--- src/rtl/gst_pkg.sv ---
`timescale 1ns / 1ps

package gst_pkg;

    localparam int LINE_COUNT_BITS = 20;
    localparam int LINE_OUT_BITS   = 20;
    localparam logic [LINE_OUT_BITS-1:0] LINE_OUT_MAX = '1;
    localparam int MAX_RESULTS = 3;

    localparam logic [4:0] TOK_TEXT       = 5'd0;
    localparam logic [4:0] TOK_EOF        = 5'd1;
    localparam logic [4:0] TOK_EQ         = 5'd2;
    localparam logic [4:0] TOK_ARROW      = 5'd3;
    localparam logic [4:0] TOK_DASH_ARROW = 5'd4;
    localparam logic [4:0] TOK_ADD        = 5'd5;
    localparam logic [4:0] TOK_MUL        = 5'd6;
    localparam logic [4:0] TOK_SLASH2     = 5'd7;
    localparam logic [4:0] TOK_SEMI       = 5'd8;
    localparam logic [4:0] TOK_QUERY      = 5'd9;
    localparam logic [4:0] TOK_LPAREN     = 5'd10;
    localparam logic [4:0] TOK_RPAREN     = 5'd11;
    localparam logic [4:0] TOK_SQ_STRING  = 5'd12;
    localparam logic [4:0] TOK_DQ_STRING  = 5'd13;
    localparam logic [4:0] TOK_IDENT      = 5'd14;
    localparam logic [4:0] TOK_ERR        = 5'd15;
    localparam logic [4:0] TOK_KW_BASE    = 5'd16;
    localparam logic [4:0] TOK_ERROR_REP  = 5'd22;

    localparam logic [2:0] ERR_NONE       = 3'd0;
    localparam logic [2:0] ERR_COMMENT    = 3'd1;
    localparam logic [2:0] ERR_BACKSLASH  = 3'd2;
    localparam logic [2:0] ERR_STRING     = 3'd3;
    localparam logic [2:0] ERR_UNEXPECTED = 3'd4;

    typedef enum logic [10:0] {
        M_IDLE    = 11'b000_0000_0001,
        M_COMMENT = 11'b000_0000_0010,
        M_EQ      = 11'b000_0000_0100,
        M_DASH    = 11'b000_0000_1000,
        M_SLASH   = 11'b000_0001_0000,
        M_BSL     = 11'b000_0010_0000,
        M_SQ      = 11'b000_0100_0000,
        M_SQ_ESC  = 11'b000_1000_0000,
        M_DQ      = 11'b001_0000_0000,
        M_DQ_ESC  = 11'b010_0000_0000,
        M_NAME    = 11'b100_0000_0000
    } mode_t;

    typedef struct packed {
        mode_t                      mode;
        logic [5:0]                 cand;
        logic [3:0]                 len;
        logic [LINE_COUNT_BITS-1:0] line;
        logic                       nl_pending;
    } state_t;

    typedef struct packed {
        logic [4:0] code;
        logic [7:0] text;
        logic [2:0] err;
    } result_t;

    typedef struct packed {
        result_t [MAX_RESULTS-1:0]  res;
        logic [1:0]                 count;
        logic [LINE_OUT_BITS-1:0]   line;
    } bundle_t;

endpackage

--- src/rtl/gst_lexer.sv ---
`timescale 1ns / 1ps

module gst_lexer
(
    input  gst_pkg::state_t  state,
    input  logic             kind,
    input  logic [7:0]       char_code,
    output gst_pkg::state_t  state_next,
    output gst_pkg::bundle_t bundle
);

    localparam logic [7:0] CH_TAB   = 8'h09;
    localparam logic [7:0] CH_LF    = 8'h0A;
    localparam logic [7:0] CH_SP    = 8'h20;
    localparam logic [7:0] CH_DQ    = 8'h22;
    localparam logic [7:0] CH_HASH  = 8'h23;
    localparam logic [7:0] CH_SQ    = 8'h27;
    localparam logic [7:0] CH_LPAR  = 8'h28;
    localparam logic [7:0] CH_RPAR  = 8'h29;
    localparam logic [7:0] CH_STAR  = 8'h2A;
    localparam logic [7:0] CH_PLUS  = 8'h2B;
    localparam logic [7:0] CH_COMMA = 8'h2C;
    localparam logic [7:0] CH_DASH  = 8'h2D;
    localparam logic [7:0] CH_DOT   = 8'h2E;
    localparam logic [7:0] CH_SLASH = 8'h2F;
    localparam logic [7:0] CH_SEMI  = 8'h3B;
    localparam logic [7:0] CH_EQ    = 8'h3D;
    localparam logic [7:0] CH_GT    = 8'h3E;
    localparam logic [7:0] CH_QUERY = 8'h3F;
    localparam logic [7:0] CH_BSL   = 8'h5C;
    localparam logic [7:0] CH_UNDER = 8'h5F;

    typedef struct packed {
        gst_pkg::mode_t mode;
        logic           tok_en;
        logic [4:0]     code;
        logic [2:0]     err;
        logic           name;
    } idle_t;

    function automatic logic is_name_char(input logic [7:0] c);
        return (c inside {[8'h61:8'h7A], [8'h41:8'h5A], [8'h30:8'h39],
                          CH_DASH, CH_UNDER, CH_DOT, CH_SLASH, CH_COMMA});
    endfunction

    function automatic logic [3:0] kw_len(input logic [2:0] k);
        case (k)
            3'd0, 3'd1: return 4'd7;
            3'd2, 3'd3: return 4'd5;
            3'd4, 3'd5: return 4'd3;
            default:    return 4'd0;
        endcase
    endfunction

    function automatic logic [7:0] kw_char(input logic [2:0] k, input logic [2:0] pos);
        logic [55:0] word;
        case (k)
            3'd0:    word = "INCLUDE";
            3'd1:    word = "SCANNER";
            3'd2:    word = {"NODES", 16'h0};
            3'd3:    word = {"RULES", 16'h0};
            3'd4:    word = {"EOF", 32'h0};
            3'd5:    word = {"ERR", 32'h0};
            default: word = '0;
        endcase
        case (pos)
            3'd0:    return word[55:48];
            3'd1:    return word[47:40];
            3'd2:    return word[39:32];
            3'd3:    return word[31:24];
            3'd4:    return word[23:16];
            3'd5:    return word[15:8];
            3'd6:    return word[7:0];
            default: return 8'h00;
        endcase
    endfunction

    function automatic logic [5:0] kw_step(input logic [5:0] cand, input logic [3:0] len,
                                           input logic [7:0] c);
        logic [5:0] r;
        r = cand;
        for (int k = 0; k < 6; k++) begin
            if (len >= kw_len(3'(k)) || kw_char(3'(k), len[2:0]) != c)
            begin
                r[k] = 1'b0;
            end
        end
        return r;
    endfunction

    function automatic logic [4:0] name_end_code(input logic [5:0] cand, input logic [3:0] len);
        logic [4:0] code;
        code = gst_pkg::TOK_IDENT;
        for (int k = 5; k >= 0; k--) begin
            if (cand[k] && len == kw_len(3'(k)))
            begin
                code = 5'(gst_pkg::TOK_KW_BASE + 5'(k));
            end
        end
        return code;
    endfunction

    function automatic gst_pkg::result_t mk(input logic [4:0] code, input logic [7:0] text,
                                            input logic [2:0] err);
        gst_pkg::result_t r;
        r.code = code;
        r.text = text;
        r.err  = err;
        return r;
    endfunction

    function automatic idle_t idle_class(input logic [7:0] c);
        idle_t r;
        r.mode   = gst_pkg::M_IDLE;
        r.tok_en = 1'b0;
        r.code   = gst_pkg::TOK_TEXT;
        r.err    = gst_pkg::ERR_NONE;
        r.name   = 1'b0;
        case (c)
            CH_SP, CH_TAB, CH_LF: ;
            CH_HASH:  r.mode = gst_pkg::M_COMMENT;
            CH_EQ:    r.mode = gst_pkg::M_EQ;
            CH_DASH:  r.mode = gst_pkg::M_DASH;
            CH_SLASH: r.mode = gst_pkg::M_SLASH;
            CH_BSL:   r.mode = gst_pkg::M_BSL;
            CH_SQ:    r.mode = gst_pkg::M_SQ;
            CH_DQ:    r.mode = gst_pkg::M_DQ;
            CH_PLUS:  begin r.tok_en = 1'b1; r.code = gst_pkg::TOK_ADD;    end
            CH_STAR:  begin r.tok_en = 1'b1; r.code = gst_pkg::TOK_MUL;    end
            CH_SEMI:  begin r.tok_en = 1'b1; r.code = gst_pkg::TOK_SEMI;   end
            CH_QUERY: begin r.tok_en = 1'b1; r.code = gst_pkg::TOK_QUERY;  end
            CH_LPAR:  begin r.tok_en = 1'b1; r.code = gst_pkg::TOK_LPAREN; end
            CH_RPAR:  begin r.tok_en = 1'b1; r.code = gst_pkg::TOK_RPAREN; end
            default:
            begin
                if (is_name_char(c))
                begin
                    r.mode = gst_pkg::M_NAME;
                    r.name = 1'b1;
                end
                else
                begin
                    r.tok_en = 1'b1;
                    r.code   = gst_pkg::TOK_ERROR_REP;
                    r.err    = gst_pkg::ERR_UNEXPECTED;
                end
            end
        endcase
        return r;
    endfunction

    logic [1:0]  n;
    logic        rescan;
    idle_t       idl;
    logic [31:0] line_wide;

    always_comb
    begin
        state_next = state;
        bundle     = '0;
        n          = 2'd0;
        rescan     = 1'b0;
        idl        = idle_class(char_code);

        if (state.nl_pending)
        begin
            if (state.line != '1)
            begin
                state_next.line = state.line + 1'b1;
            end
            state_next.nl_pending = 1'b0;
        end
        if (!kind && char_code == CH_LF)
        begin
            state_next.nl_pending = 1'b1;
        end

        if (kind)
        begin
            case (state.mode)
                gst_pkg::M_COMMENT:
                begin
                    bundle.res[n] = mk(gst_pkg::TOK_ERROR_REP, 8'h00, gst_pkg::ERR_COMMENT);
                    n = n + 2'd1;
                end
                gst_pkg::M_EQ:
                begin
                    bundle.res[n] = mk(gst_pkg::TOK_EQ, 8'h00, gst_pkg::ERR_NONE);
                    n = n + 2'd1;
                end
                gst_pkg::M_DASH, gst_pkg::M_SLASH:
                begin
                    bundle.res[n] = mk(gst_pkg::TOK_ERR, 8'h00, gst_pkg::ERR_NONE);
                    n = n + 2'd1;
                end
                gst_pkg::M_BSL:
                begin
                    bundle.res[n] = mk(gst_pkg::TOK_ERROR_REP, 8'h00, gst_pkg::ERR_BACKSLASH);
                    n = n + 2'd1;
                end
                gst_pkg::M_SQ, gst_pkg::M_SQ_ESC, gst_pkg::M_DQ, gst_pkg::M_DQ_ESC:
                begin
                    bundle.res[n] = mk(gst_pkg::TOK_ERROR_REP, 8'h00, gst_pkg::ERR_STRING);
                    n = n + 2'd1;
                    bundle.res[n] = mk(gst_pkg::TOK_ERR, 8'h00, gst_pkg::ERR_NONE);
                    n = n + 2'd1;
                end
                gst_pkg::M_NAME:
                begin
                    bundle.res[n] = mk(name_end_code(state.cand, state.len), 8'h00,
                                       gst_pkg::ERR_NONE);
                    n = n + 2'd1;
                end
                default: ;
            endcase
            bundle.res[n] = mk(gst_pkg::TOK_EOF, 8'h00, gst_pkg::ERR_NONE);
            n = n + 2'd1;
            state_next.mode = gst_pkg::M_IDLE;
            state_next.cand = '1;
            state_next.len  = '0;
        end
        else
        begin
            case (state.mode)
                gst_pkg::M_COMMENT:
                begin
                    if (char_code == CH_LF)
                    begin
                        state_next.mode = gst_pkg::M_IDLE;
                    end
                end
                gst_pkg::M_EQ:
                begin
                    if (char_code == CH_GT)
                    begin
                        bundle.res[n] = mk(gst_pkg::TOK_ARROW, 8'h00, gst_pkg::ERR_NONE);
                        state_next.mode = gst_pkg::M_IDLE;
                    end
                    else
                    begin
                        bundle.res[n] = mk(gst_pkg::TOK_EQ, 8'h00, gst_pkg::ERR_NONE);
                        rescan = 1'b1;
                    end
                    n = n + 2'd1;
                end
                gst_pkg::M_DASH:
                begin
                    if (char_code == CH_GT)
                    begin
                        bundle.res[n] = mk(gst_pkg::TOK_DASH_ARROW, 8'h00, gst_pkg::ERR_NONE);
                        state_next.mode = gst_pkg::M_IDLE;
                    end
                    else
                    begin
                        bundle.res[n] = mk(gst_pkg::TOK_ERR, 8'h00, gst_pkg::ERR_NONE);
                        rescan = 1'b1;
                    end
                    n = n + 2'd1;
                end
                gst_pkg::M_SLASH:
                begin
                    if (char_code == CH_SLASH)
                    begin
                        bundle.res[n] = mk(gst_pkg::TOK_SLASH2, 8'h00, gst_pkg::ERR_NONE);
                        state_next.mode = gst_pkg::M_IDLE;
                    end
                    else
                    begin
                        bundle.res[n] = mk(gst_pkg::TOK_ERR, 8'h00, gst_pkg::ERR_NONE);
                        rescan = 1'b1;
                    end
                    n = n + 2'd1;
                end
                gst_pkg::M_BSL:
                begin
                    if (char_code == CH_LF)
                    begin
                        state_next.mode = gst_pkg::M_IDLE;
                    end
                    else
                    begin
                        bundle.res[n] = mk(gst_pkg::TOK_ERROR_REP, 8'h00,
                                           gst_pkg::ERR_BACKSLASH);
                        n = n + 2'd1;
                        rescan = 1'b1;
                    end
                end
                gst_pkg::M_SQ, gst_pkg::M_DQ:
                begin
                    if (char_code == CH_BSL)
                    begin
                        state_next.mode = (state.mode == gst_pkg::M_SQ) ?
                                          gst_pkg::M_SQ_ESC : gst_pkg::M_DQ_ESC;
                    end
                    else if (char_code == ((state.mode == gst_pkg::M_SQ) ? CH_SQ : CH_DQ))
                    begin
                        bundle.res[n] = mk((state.mode == gst_pkg::M_SQ) ?
                                           gst_pkg::TOK_SQ_STRING : gst_pkg::TOK_DQ_STRING,
                                           8'h00, gst_pkg::ERR_NONE);
                        n = n + 2'd1;
                        state_next.mode = gst_pkg::M_IDLE;
                    end
                    else
                    begin
                        bundle.res[n] = mk(gst_pkg::TOK_TEXT, char_code, gst_pkg::ERR_NONE);
                        n = n + 2'd1;
                    end
                end
                gst_pkg::M_SQ_ESC, gst_pkg::M_DQ_ESC:
                begin
                    bundle.res[n] = mk(gst_pkg::TOK_TEXT, char_code, gst_pkg::ERR_NONE);
                    n = n + 2'd1;
                    state_next.mode = (state.mode == gst_pkg::M_SQ_ESC) ?
                                      gst_pkg::M_SQ : gst_pkg::M_DQ;
                end
                gst_pkg::M_NAME:
                begin
                    if (is_name_char(char_code))
                    begin
                        state_next.cand = kw_step(state.cand, state.len, char_code);
                        if (state.len != 4'd15)
                        begin
                            state_next.len = state.len + 4'd1;
                        end
                        bundle.res[n] = mk(gst_pkg::TOK_TEXT, char_code, gst_pkg::ERR_NONE);
                        n = n + 2'd1;
                    end
                    else
                    begin
                        bundle.res[n] = mk(name_end_code(state.cand, state.len), 8'h00,
                                           gst_pkg::ERR_NONE);
                        n = n + 2'd1;
                        state_next.cand = '1;
                        state_next.len  = '0;
                        rescan = 1'b1;
                    end
                end
                default: rescan = 1'b1;
            endcase

            if (rescan)
            begin
                state_next.mode = idl.mode;
                if (idl.tok_en)
                begin
                    bundle.res[n] = mk(idl.code, 8'h00, idl.err);
                    n = n + 2'd1;
                end
                if (idl.name)
                begin
                    state_next.cand = kw_step('1, 4'd0, char_code);
                    state_next.len  = 4'd1;
                    bundle.res[n] = mk(gst_pkg::TOK_TEXT, char_code, gst_pkg::ERR_NONE);
                    n = n + 2'd1;
                end
            end
        end

        bundle.count = n;
        line_wide    = 32'(state_next.line);
        if (line_wide > 32'(gst_pkg::LINE_OUT_MAX))
        begin
            bundle.line = gst_pkg::LINE_OUT_MAX;
        end
        else
        begin
            bundle.line = line_wide[gst_pkg::LINE_OUT_BITS-1:0];
        end
    end

endmodule

--- src/rtl/gst_emitter.sv ---
`timescale 1ns / 1ps

module gst_emitter
(
    input  logic                              clk,
    input  logic                              rst_n,
    input  logic                              load,
    input  gst_pkg::bundle_t                  bundle,
    output logic                              free,
    output logic                              out_valid,
    input  logic                              out_stall,
    output logic [4:0]                        token_code,
    output logic [7:0]                        text_char,
    output logic [2:0]                        error_code,
    output logic [gst_pkg::LINE_OUT_BITS-1:0] line_number,
    output logic                              last_of_run
);

    gst_pkg::bundle_t bundle_reg;
    logic [1:0]       count_reg;
    logic [1:0]       idx_reg;
    logic [1:0]       count_next;
    logic [1:0]       idx_next;
    logic             last;

    assign out_valid   = (count_reg != 2'd0);
    assign last        = (idx_reg == count_reg - 2'd1);
    assign free        = !out_valid || (!out_stall && last);
    assign token_code  = bundle_reg.res[idx_reg].code;
    assign text_char   = bundle_reg.res[idx_reg].text;
    assign error_code  = bundle_reg.res[idx_reg].err;
    assign line_number = bundle_reg.line;
    assign last_of_run = last;

    always_comb
    begin
        count_next = count_reg;
        idx_next   = idx_reg;
        if (load)
        begin
            count_next = bundle.count;
            idx_next   = 2'd0;
        end
        else if (out_valid && !out_stall)
        begin
            if (last)
            begin
                count_next = 2'd0;
                idx_next   = 2'd0;
            end
            else
            begin
                idx_next = idx_reg + 2'd1;
            end
        end
    end

    always_ff @(posedge clk or negedge rst_n)
    begin
        if (!rst_n)
        begin
            count_reg <= 2'd0;
            idx_reg   <= 2'd0;
        end
        else
        begin
            count_reg <= count_next;
            idx_reg   <= idx_next;
        end
    end

    always_ff @(posedge clk)
    begin
        if (load)
        begin
            bundle_reg <= bundle;
        end
    end

endmodule

--- src/rtl/grammar_spec_tokenizer.sv ---
`timescale 1ns / 1ps
// Registers: the input transaction is captured in the input register, its results in the result register.
// Throughput: one character per cycle when each gives at most one result and out_stall is low;
// a character giving more than one result holds the input while the result register drains.
// Reset: asynchronous, active low; mode idle, line counter zero, result register empty.

module grammar_spec_tokenizer
(
    input  logic                              clk,
    input  logic                              rst_n,
    input  logic                              in_valid,
    output logic                              in_stall,
    input  logic                              kind,
    input  logic [7:0]                        char_code,
    output logic                              out_valid,
    input  logic                              out_stall,
    output logic [4:0]                        token_code,
    output logic [7:0]                        text_char,
    output logic [2:0]                        error_code,
    output logic [gst_pkg::LINE_OUT_BITS-1:0] line_number,
    output logic                              last_of_run
);

    logic             in_valid_reg;
    logic             kind_reg;
    logic [7:0]       char_reg;
    gst_pkg::state_t  state_reg;
    gst_pkg::state_t  state_next;
    gst_pkg::bundle_t bundle;
    logic             free;
    logic             process;
    logic             load;

    gst_lexer u_lexer
    (
        .state      (state_reg),
        .kind       (kind_reg),
        .char_code  (char_reg),
        .state_next (state_next),
        .bundle     (bundle)
    );

    gst_emitter u_emitter
    (
        .clk         (clk),
        .rst_n       (rst_n),
        .load        (load),
        .bundle      (bundle),
        .free        (free),
        .out_valid   (out_valid),
        .out_stall   (out_stall),
        .token_code  (token_code),
        .text_char   (text_char),
        .error_code  (error_code),
        .line_number (line_number),
        .last_of_run (last_of_run)
    );

    assign process  = in_valid_reg && ((bundle.count == 2'd0) || free);
    assign load     = process && (bundle.count != 2'd0);
    assign in_stall = in_valid_reg && !process;

    always_ff @(posedge clk or negedge rst_n)
    begin
        if (!rst_n)
        begin
            in_valid_reg         <= 1'b0;
            state_reg.mode       <= gst_pkg::M_IDLE;
            state_reg.cand       <= '1;
            state_reg.len        <= '0;
            state_reg.line       <= '0;
            state_reg.nl_pending <= 1'b1;
        end
        else
        begin
            if (in_valid && !in_stall)
            begin
                in_valid_reg <= 1'b1;
            end
            else if (process)
            begin
                in_valid_reg <= 1'b0;
            end
            if (process)
            begin
                state_reg <= state_next;
            end
        end
    end

    always_ff @(posedge clk)
    begin
        if (in_valid && !in_stall)
        begin
            kind_reg <= kind;
            char_reg <= char_code;
        end
    end

`ifndef SYNTH
    a_burst_continues: assert property (@(posedge clk) disable iff (!rst_n)
        out_valid && !out_stall && !last_of_run |=> out_valid)
        else $error("result burst broken before its last transaction");

    a_error_pairing: assert property (@(posedge clk) disable iff (!rst_n)
        out_valid |-> ((token_code == gst_pkg::TOK_ERROR_REP) ==
                       (error_code != gst_pkg::ERR_NONE)))
        else $error("error code does not match token code");

    a_text_only_on_text: assert property (@(posedge clk) disable iff (!rst_n)
        out_valid && (token_code != gst_pkg::TOK_TEXT) |-> (text_char == 8'h00))
        else $error("text character on a non-text token");

    a_stall_cause: assert property (@(posedge clk) disable iff (!rst_n)
        in_stall |-> out_valid)
        else $error("input stalled with result register empty");
`endif

endmodule

--- config.mk ---
export PLATFORM = sky130hd
export DESIGN_NAME = grammar_spec_tokenizer
export DESIGN_NICKNAME = d
export VERILOG_FILES = /design/src/rtl/gst_pkg.sv /design/src/rtl/gst_lexer.sv /design/src/rtl/gst_emitter.sv /design/src/rtl/grammar_spec_tokenizer.sv
export SDC_FILE = /design/constraint.sdc
export NUM_CORES = 1
export LEC_CHECK = 0
export ABC_AREA = 1
export BUFFER_PORTS_ARGS = -buffer_cell sky130_fd_sc_hd__buf_2
export CORE_MARGIN = 1.5
export CORE_UTILIZATION = 40
export DETAILED_ROUTE_END_ITERATION = 10
export PLACE_DENSITY = 0.53
export SLEW_MARGIN = 30
export SYNTH_ARGS = -nofsm -noshare
export SYNTH_HDL_FRONTEND = slang
export SYNTH_SLANG_ARGS = --single-unit
--- constraint.sdc ---
create_clock -name clk -period 10.9 [get_ports clk]
set_input_delay 0.545 -clock clk [delete_from_list [all_inputs] [get_ports clk]]
set_output_delay 0.545 -clock clk [all_outputs]
set_load 0.1 [all_outputs]
==> reports/results.ini <==
[status]
status = finished, final reports clean

[detailed_routing]
route.top_layer_used = met4
drt.antenna.violating_nets = 0
first_iter_violations = 529
drt_wl_total_mm = 21.1
dr_total_vias = 6851
avgRoutedWirePerCell_um = 15.9
post_drt_via_cell_ratio = 5.16
route.detailed.drc = 0
wl_met1_mm = 10.5
first_pass_iteration_count_of_the_detailed_router = 5
met3RoutedLength_mm = 1.05
met2RoutedLength_mm = 9.07

[clocking]
cts.hold.buffers_added = 0
clock_tree.root_cell = sky130_fd_sc_hd__clkbuf_16
cts_max_path_buffers = 2
cts_inserted_buffers = 17
worst_setup_hold_path_clk_slew_ps = 60
cts.sink_count = 115
post-cts-setup-buffer-count = 0
number_of_gates_given_a_new_drive_strength_after_cts = 0
cts_htree_levels = 4
latest_clock_arrival_within_the_worst_skew_pair_ps = 420
cts_tree = built

[timing]
finClkSkew_ps = 11.7
worst_rel_slew_slack_pct = 40.3
fmax_mhz = 211
post_route_clock_period_utilization_pct = 43.4
setup_slack_ps = 6170
final_max_slew_viol_count = 0
final_setup_violation_count = 0
tightest_slew_ps = 893
final.min_clock_period_ps = 4730
hold_ws_ps = 229
setup_total_negative_slack_ps = 0
final-hold-violation-count = 0
unrepaired_setup_endpoints_after_global_routing = no

[min_path]
hold_class = input port to async pin

[yosys]
syn_area_mm2 = 0.00778
post_synth_most_frequent_cells = sky130_fd_sc_hd__nand2_1 (270), sky130_fd_sc_hd__nor2_1 (131), sky130_fd_sc_hd__inv_1 (105), sky130_fd_sc_hd__nand3_1 (69), sky130_fd_sc_hd__edfxtp_1 (68)
yosys-top-cells-area = sky130_fd_sc_hd__edfxtp_1 (26%), sky130_fd_sc_hd__nand2_1 (13%), sky130_fd_sc_hd__dfrtp_1 (13%)
postSynthRegisterBits = 115
edff_count_synth = 68
synth.yosys.warnings = 0
synth_most_common_cell = sky130_fd_sc_hd__nand2_1
synth.avg_cell_area_um2 = 7.56
synthFlopType = sky130_fd_sc_hd__edfxtp_1
synthDominantAreaCellType = sky130_fd_sc_hd__edfxtp_1
synth_seq_area_share_pct = 41.5
area_fraction_of_the_dominant_cell_type_after_synthesis_pct = 26.2
synth.lib_cells_used.distinct = 51
asyncSetResetFlopFracSynth_pct = 40.9
synth_cells = 1030

[critical_path]
worstPathMaxFanout = 28
crit_arrival_ps = 4190
critical_path.startpoint_type = flip-flop
crit-reg2reg-launch = char_reg[0]$_DFFE_PP_
worstRegToRegCells = 18
regToRegSetupSlack_ps = 6430
worstSetupEndpointType = primary output
crit-reg2reg-capture = u_emitter.bundle_reg[40]$_SDFFCE_PP0N_
required_ps = 10360
worst-setup-path-type = flip-flop to primary output

[place]
gp_congestion = 0.942
post_detail_place_hpwl_mm = 15.3
port_buffers = 51
place_worst_setup_slack_ps = 6490

[cells_and_area]
fin_nets = 1081
diodes = 0
largest_register_ffs = 42
syn2layout_area_growth_pct = 11.4
ratio_of_cells_with_drive_above_1_in_the_final_layout_pct = 15.0

[grt]
grt_max_degree = 51
grt.overflow.total = 0
antenna_violations_before_repair = 0
first_global_vias = 6520
grt_usage_pct = 21.8
grt_pass1_wl_mm = 34.3

[die]
floorplan.core_area_mm2 = 0.0189
ios = 52
fp.dieW_um = 142
fp.dieArea_mm2 = 0.0203
core.rowCount = 50
initial_core_util_pct = 41.2
die_h_um = 142

[flow_run]
cap_violations = 0

layout by cell type, fill, tap and decap left out, types with 19 or more instances in the layout:
cell / netlist / final
sky130_fd_sc_hd__o21ai_2: 19 / 19
sky130_fd_sc_hd__nand2_1: 270 / 270
sky130_fd_sc_hd__nand3_1: 69 / 69
sky130_fd_sc_hd__buf_2: 7 / 51
sky130_fd_sc_hd__nor3_1: 29 / 29
sky130_fd_sc_hd__o21ai_0: 38 / 38
sky130_fd_sc_hd__dfrtp_1: 39 / 39
sky130_fd_sc_hd__clkbuf_16: 0 / 20
sky130_fd_sc_hd__nand4_1: 31 / 31
sky130_fd_sc_hd__inv_1: 105 / 104
sky130_fd_sc_hd__a21oi_1: 30 / 30
sky130_fd_sc_hd__nor2_1: 131 / 129
sky130_fd_sc_hd__xor2_1: 24 / 24
sky130_fd_sc_hd__edfxtp_1: 68 / 68
cells by family (layout without fill, tap and decap cells):
family / count (synthesis) / after routing / synth area share [%]
compound gates: 123 / 123 / 9.84
xor+xnor: 28 / 28 / 3.15
fa+ha+maj: 13 / 13 / 2.09
buf+inv: 173 / 210 / 10.2
flops: 115 / 115 / 41.5
mux: 1 / 1 / 0.129
other cells: 1 / 2 / 0.0482
simple gates: 576 / 576 / 33.0
cell type report:
cell class	count	area, um^2
fillers	1957	10200
multi-input cells	743	3770
flip-flops and latches	115	3230
clock buffers	26	543
inverters	123	462
well taps	260	325
repair buffers	55	285
clock inverters	6	63.8
per-stage QoR:
stage / util, % / cell area (um^2) / std cells
final: 45.9 / 8670 / 1328
after global routing: 45.9 / 8670 / 1328
after CTS: 45.9 / 8670 / 1328
after detailed placement: 42.7 / 8070 / 1296
after global placement: 42.7 / 8060 / 1296
after floorplan: - / 7790 / 1031
worst max-delay path by stage:
stage,from,endpoint,slack [ps],cells after the start
2_1_floorplan,char_reg[1]$_DFFE_PP_,in_stall,6830,18
3_3_place_gp,char_reg[0]$_DFFE_PP_,u_emitter.bundle_reg[44]$_SDFFCE_PP0N_,6500,19
3_5_place_dp,char_reg[0]$_DFFE_PP_,u_emitter.bundle_reg[44]$_SDFFCE_PP0N_,6490,18
4_1_cts,char_reg[0]$_DFFE_PP_,in_stall,6240,18
5_1_grt,char_reg[0]$_DFFE_PP_,in_stall,5890,18
6_report,char_reg[0]$_DFFE_PP_,in_stall,6170,18
metal layers:
layer,GRT usage [%],vias to the layer above
met5,0,-
met4,7.70,0
met3,4.37,36
met2,32.3,191
met1,31.5,3194
li1,-,3430
worst max-delay path, cell delays in order (launching register included):
cell and delay [ps]:
sky130_fd_sc_hd__edfxtp_1 690, sky130_fd_sc_hd__inv_2 170, sky130_fd_sc_hd__nor2_1 270, sky130_fd_sc_hd__nor2_1 80
sky130_fd_sc_hd__nor2_1 200, sky130_fd_sc_hd__nand2_1 200, sky130_fd_sc_hd__inv_1 160, sky130_fd_sc_hd__nand2_1 180
sky130_fd_sc_hd__nand2_1 170, sky130_fd_sc_hd__inv_1 70, sky130_fd_sc_hd__ha_1 180, sky130_fd_sc_hd__nand3_1 140
sky130_fd_sc_hd__nand4_1 160, sky130_fd_sc_hd__nand2_1 130, sky130_fd_sc_hd__inv_2 50, sky130_fd_sc_hd__nand2_4 90
sky130_fd_sc_hd__nand2_8 150, sky130_fd_sc_hd__nor2_1 200, sky130_fd_sc_hd__buf_2 460
Power is not shown: default switching activity piles up to over one toggle a cycle in this logic, so the estimate is an artifact.
